$ cat config.mk
export PLATFORM = sky130hd
export DESIGN_NAME = bam_ram
export DESIGN_NICKNAME = d
export VERILOG_FILES = /design/src/hdl/bfs_augmenting_max_flow_assert.svh /design/src/hdl/bam_ram.sv
export SDC_FILE = /design/constraint.sdc
export NUM_CORES = 2
export LEC_CHECK = 0
export BUFFER_PORTS_ARGS = -buffer_cell sky130_fd_sc_hd__buf_2
export CORE_UTILIZATION = 45
export DETAILED_ROUTE_END_ITERATION = 16
export SLEW_MARGIN = 10
export SYNTH_ARGS = -nofsm -noshare
export SYNTH_HDL_FRONTEND = slang
export SYNTH_SLANG_ARGS = --single-unit
$ cat constraint.sdc
create_clock -name i_clk -period 7.8 [get_ports i_clk]
set_clock_uncertainty 0.1 [all_clocks]
set_input_delay 0.78 -clock i_clk [delete_from_list [all_inputs] [get_ports i_clk]]
set_output_delay 0.78 -clock i_clk [all_outputs]
set_load 0.01 [all_outputs]
$ cat src/hdl/bfs_augmenting_max_flow_assert.svh
// Assertion helpers for the max-flow block.
`ifndef BFS_AUGMENTING_MAX_FLOW_ASSERT_SVH
`define BFS_AUGMENTING_MAX_FLOW_ASSERT_SVH

// Same-cycle implication, held off while in reset.
`define BAM_ASSERT_NOW(lbl, ante, cons, msg) \
    lbl: assert property (@(posedge i_clk) disable iff (!i_rst_n) (ante) |-> (cons)) \
        else $error(msg);

// Next-cycle implication, held off while in reset.
`define BAM_ASSERT_NEXT(lbl, ante, cons, msg) \
    lbl: assert property (@(posedge i_clk) disable iff (!i_rst_n) (ante) |=> (cons)) \
        else $error(msg);

`endif

$ cat src/hdl/bam_ram.sv
module bam_ram #(
    parameter int WIDTH = 32,
    parameter int DEPTH = 64
) (
    input  logic                     i_clk,
    input  logic                     i_we,
    input  logic [$clog2(DEPTH)-1:0] i_waddr,
    input  logic [WIDTH-1:0]         i_wdata,
    input  logic [$clog2(DEPTH)-1:0] i_raddr,
    output logic [WIDTH-1:0]         o_rdata
);
    logic [WIDTH-1:0] r_mem [DEPTH];
    logic [WIDTH-1:0] r_rdata;

    always_ff @(posedge i_clk) begin
        if (i_we) begin
            r_mem[i_waddr] <= i_wdata;
        end
        r_rdata <= r_mem[i_raddr];
    end

    assign o_rdata = r_rdata;
endmodule

# == Yosys cells after proc, flatten, opt, wreduce, memory -nomap -nowiden ==
# Memory sizes are Yosys's and may differ from the RTL's. A register that Yosys moved wholly into a read port is not among the register bits.
# Cells that the tools add are included.
# word_totals
reg_bits,0
latchBits,0
ram_bits,2048
romBits,0
input_bits,46
output_inout_bits,32
word_cells,3
n_memories,1
# memory_table
memory,depth,width,read_ports,rd_clocked_by_memory_dff,wr,line_no,source
r_mem,64,32,1,1,1,bam_ram.sv:12,logic [WIDTH-1:0] r_mem [DEPTH];
# op_classes
n_addsub,0
multipliers,0
n_div,0
n_lt_le_gt_ge,0
n_eq_ne,0
shift,0
n_mux,2
bitwise_logic,0
reduce_logical,0
# ops
op,n
$mux W1,2

# == Logic depth before layout (Yosys ltp) ==
# logic_depth
ltp_word,2
mapped_depth,10
ltp_nobuf,5

# == Least setup slack after synthesis ==
# OpenSTA, ideal clock, no wires.
# synth_path
kind,input-to-reg
startpoint,in i_waddr[3]
endpoint,mem r_mem[48][0] (enable)
setup_time_ns,0.461
arrival_ns,3.479
required_time_ns,7.239
setup_slack_ns,3.760
stages,4
n_path_buf,1
path_cell_list,clkbuf_1 -> nor2b_1 -> nand4b_1 -> nor3_1
# synth_rtl
item,line_no,source
"start, declared",bam_ram.sv:7,"input logic [$clog2(DEPTH)-1:0] i_waddr,"
"end, declared",bam_ram.sv:12,
# No word-level cell before the write port.

==> metrics.cfg <==
[global_routing]
grt_pass1_vias=36900
overflow=0
grt_usage_pct=23.3
antenna_found_initial=7
grt_max_degree=99
grt_pass1_wl_mm=284

[clock_network]
cts_buffer_depth=3
numCtsBuffers=206
h-tree-depth=4
cts-root-buf=clkbuf_16
postCtsSetupRepairBufs=0
clk_latency_ps=820
clk_pin_slew_ps=60
hold_buffers=0
cts_tree=done
cts.repair.resized=0
numClockSinks=2080

[timing]
setup_viol_count_final=0
final.setup.worst_slack_ps=4270
fmax_mhz=283
min_period_ps=3530
fin_crit_sh_pct=45.2
setup_tns_ps=0
relSlewSlack_pct=14.6
maxSlewViolCount=0
rsz0062_at_grt=false
hold_viol_final=0
worst-slew-pin-transition_ps=1280

[yosys]
seq_area_frac_synth_pct=79.1
ys_warn_count=0
synth.distinct_cells=34
ys.flop_type=edfxtp_1
synth_top_area_share_pct=78.3
synth.cell_area_um2=78500
synth_area_per_cell_um2=23.6
synth_async_sr_flop_share_pct=0
netlist_instances=3324
syn_nets=3370
synth_edf_count=2048
yosys.area.top_type=edfxtp_1
synth-seq-cells=2080
synth_area_leaders=edfxtp_1 78%, mux4_2 16%, mux2i_1 1.2%

[outcome]
status=finished clean

[routing]
wl_per_cell_um=33.5
antenna_left=0
dr.pass1.iters=7
drtIter0Drc=4592
routed_wl_mm=203
vias=36800
post-route-drc-count=0
vias_per_cell=6.09

[setup_path]
worstSetupEndpointType=flop
path_class=in2reg
arrival_ps=4100
cp_max_fo=56
start_kind=primary input
required_ps=8370

[cells_and_area]
area_growth_syn_to_layout_pct=13.5
drive_above_1_share_pct=29.7
finalNetCount=3592

[placement]
dp_slack_ps=3280
dp_hpwl_mm=105
gp_congestion=0.764
port_buffers=77

[floorplanning]
rows=152
die_h_um=420
dieArea_um2=176000
start_util_pct=45.5
fp.dieW_um=420
ios=78
core_um2=172000

[min_path]
hold_class=in2reg

[pwr]
power.density_nw_per_um2=261
power.leakage_nw=27.6
vdd_ir_drop_max_v=0.000206

[run]
maxCapViolCount=0

## critical path: stages
cell	delay, ps
buf_8	510
buf_12	450
buf_4	480
mux4_2	570
mux4_2	500
o22ai_1	490
nor2_1	170
## cell families after synthesis
kind of cell    count (synthesis)  share of synthesized area (%)
flops                        2080                           79.1
simple gates                  223                           1.27
compound gates                202                           1.67
mux                           637                           16.8
buf+inv                       182                           1.13
## metrics by stage
stage               hold slack (ps)  cell area (um^2)  utilization, %  total power [W]  std cells
detailed placement              665             82500            47.8           0.0138       5648
global placement                639             82500            47.8           0.0138       5648
CTS                             493             89100            51.7           0.0235       6036
finish                          530             89100            51.7           0.0233       6041
floorplan                       563             78500               -           0.0132       3324
global route                    531             89100            51.7           0.0239       6037
## synth_stat cells, drive strengths merged, types with 2 or more instances
master / number
edfxtp: 2048
mux4: 544
nor2: 137
buf: 108
mux2i: 93
o22ai: 84
clkbuf: 74
a21oi: 62
dfxtp: 32
o221ai: 27
nand2: 26
nor2b: 15
a22oi: 12
a311oi: 8
nand2b: 8
nor3: 7
nand3: 5
nand3b: 5
or3b: 5
a41o: 4
and3: 4
o32ai: 4
or2: 3
or3: 3
and2: 2
nand4: 2
## registers in the layout (all words and copies together), names as in the netlist
register / cells
o_rdata: 32
r_mem: 2048
## placed cells by master (no fill, tap or decap), types with 5 or more instances in the layout
cell and n:
o221ai_1 27, buf_4 108, dfxtp_1 32, nand3b_1 5
diode_2 5, a311oi_1 8, nor2_4 62, clkinv_2 41
mux4_2 544, o22ai_1 84, buf_12 11, a22oi_1 12
clkinvlp_4 5, a21oi_1 62, nand2_1 26, nand2b_1 7
nor3_1 5, bufinv_16 15, clkinv_1 39, nor2b_1 15
clkbuf_1 53, clkbuf_8 14, edfxtp_1 2048, mux2i_1 93
nand3_1 5, clkbuf_16 211, buf_2 73, inv_6 5
nor2_1 75
## power by group
| part | leakage (nW) | switching, W | total (W) | internal, W |
|---|---|---|---|---|
| Clock | 3.27 | 0.00416 | 0.00975 | 0.00559 |
| Sequential | 18.7 | 0.0000547 | 0.0124 | 0.0124 |
| Combinational | 5.65 | 0.000710 | 0.00112 | 0.000406 |
| Total | 27.6 | 0.00492 | 0.0233 | 0.0184 |
## per-layer routing
layer  part of all wire (%)  vias to the layer above  wire (um)  global-route usage (%)
met5                  0.017                        -         34                       0
li1                       -                    14700          -                       -
met1                     42                    20200      84100                    33.6
met2                     49                     1602      98300                    37.1
met4                    2.1                        4       4280                    5.88
met3                    7.8                      257      15800                    3.96
## worst paths after layout
| path | from | slack (ps) | end | cells after the start |
|---|---|---|---|---|
| worst max-delay path | i_raddr[0] | 4270 | o_rdata[27] | 7 |
| worst min-delay path | i_wdata[9] | 530 | r_mem[56][9] | 2 |
| worst max register to register | r_mem[14][27] | 5480 | o_rdata[27] | 4 |
| worst min register to register | r_mem[28][4] | 690 | o_rdata[4] | 4 |
## cell type report
class                           count  area [um^2]
Fill cell                       13300        83400
Tap cell                         2310         2890
Sequential cell                  2080        62100
Clock buffer                      278         5670
Antenna cell                        5         12.5
Clock inverter                    110          986
Timing Repair Buffer              196         1450
Multi-Input combinational cell   1062        16000
Note: power is estimated with default switching activity, not from simulation.
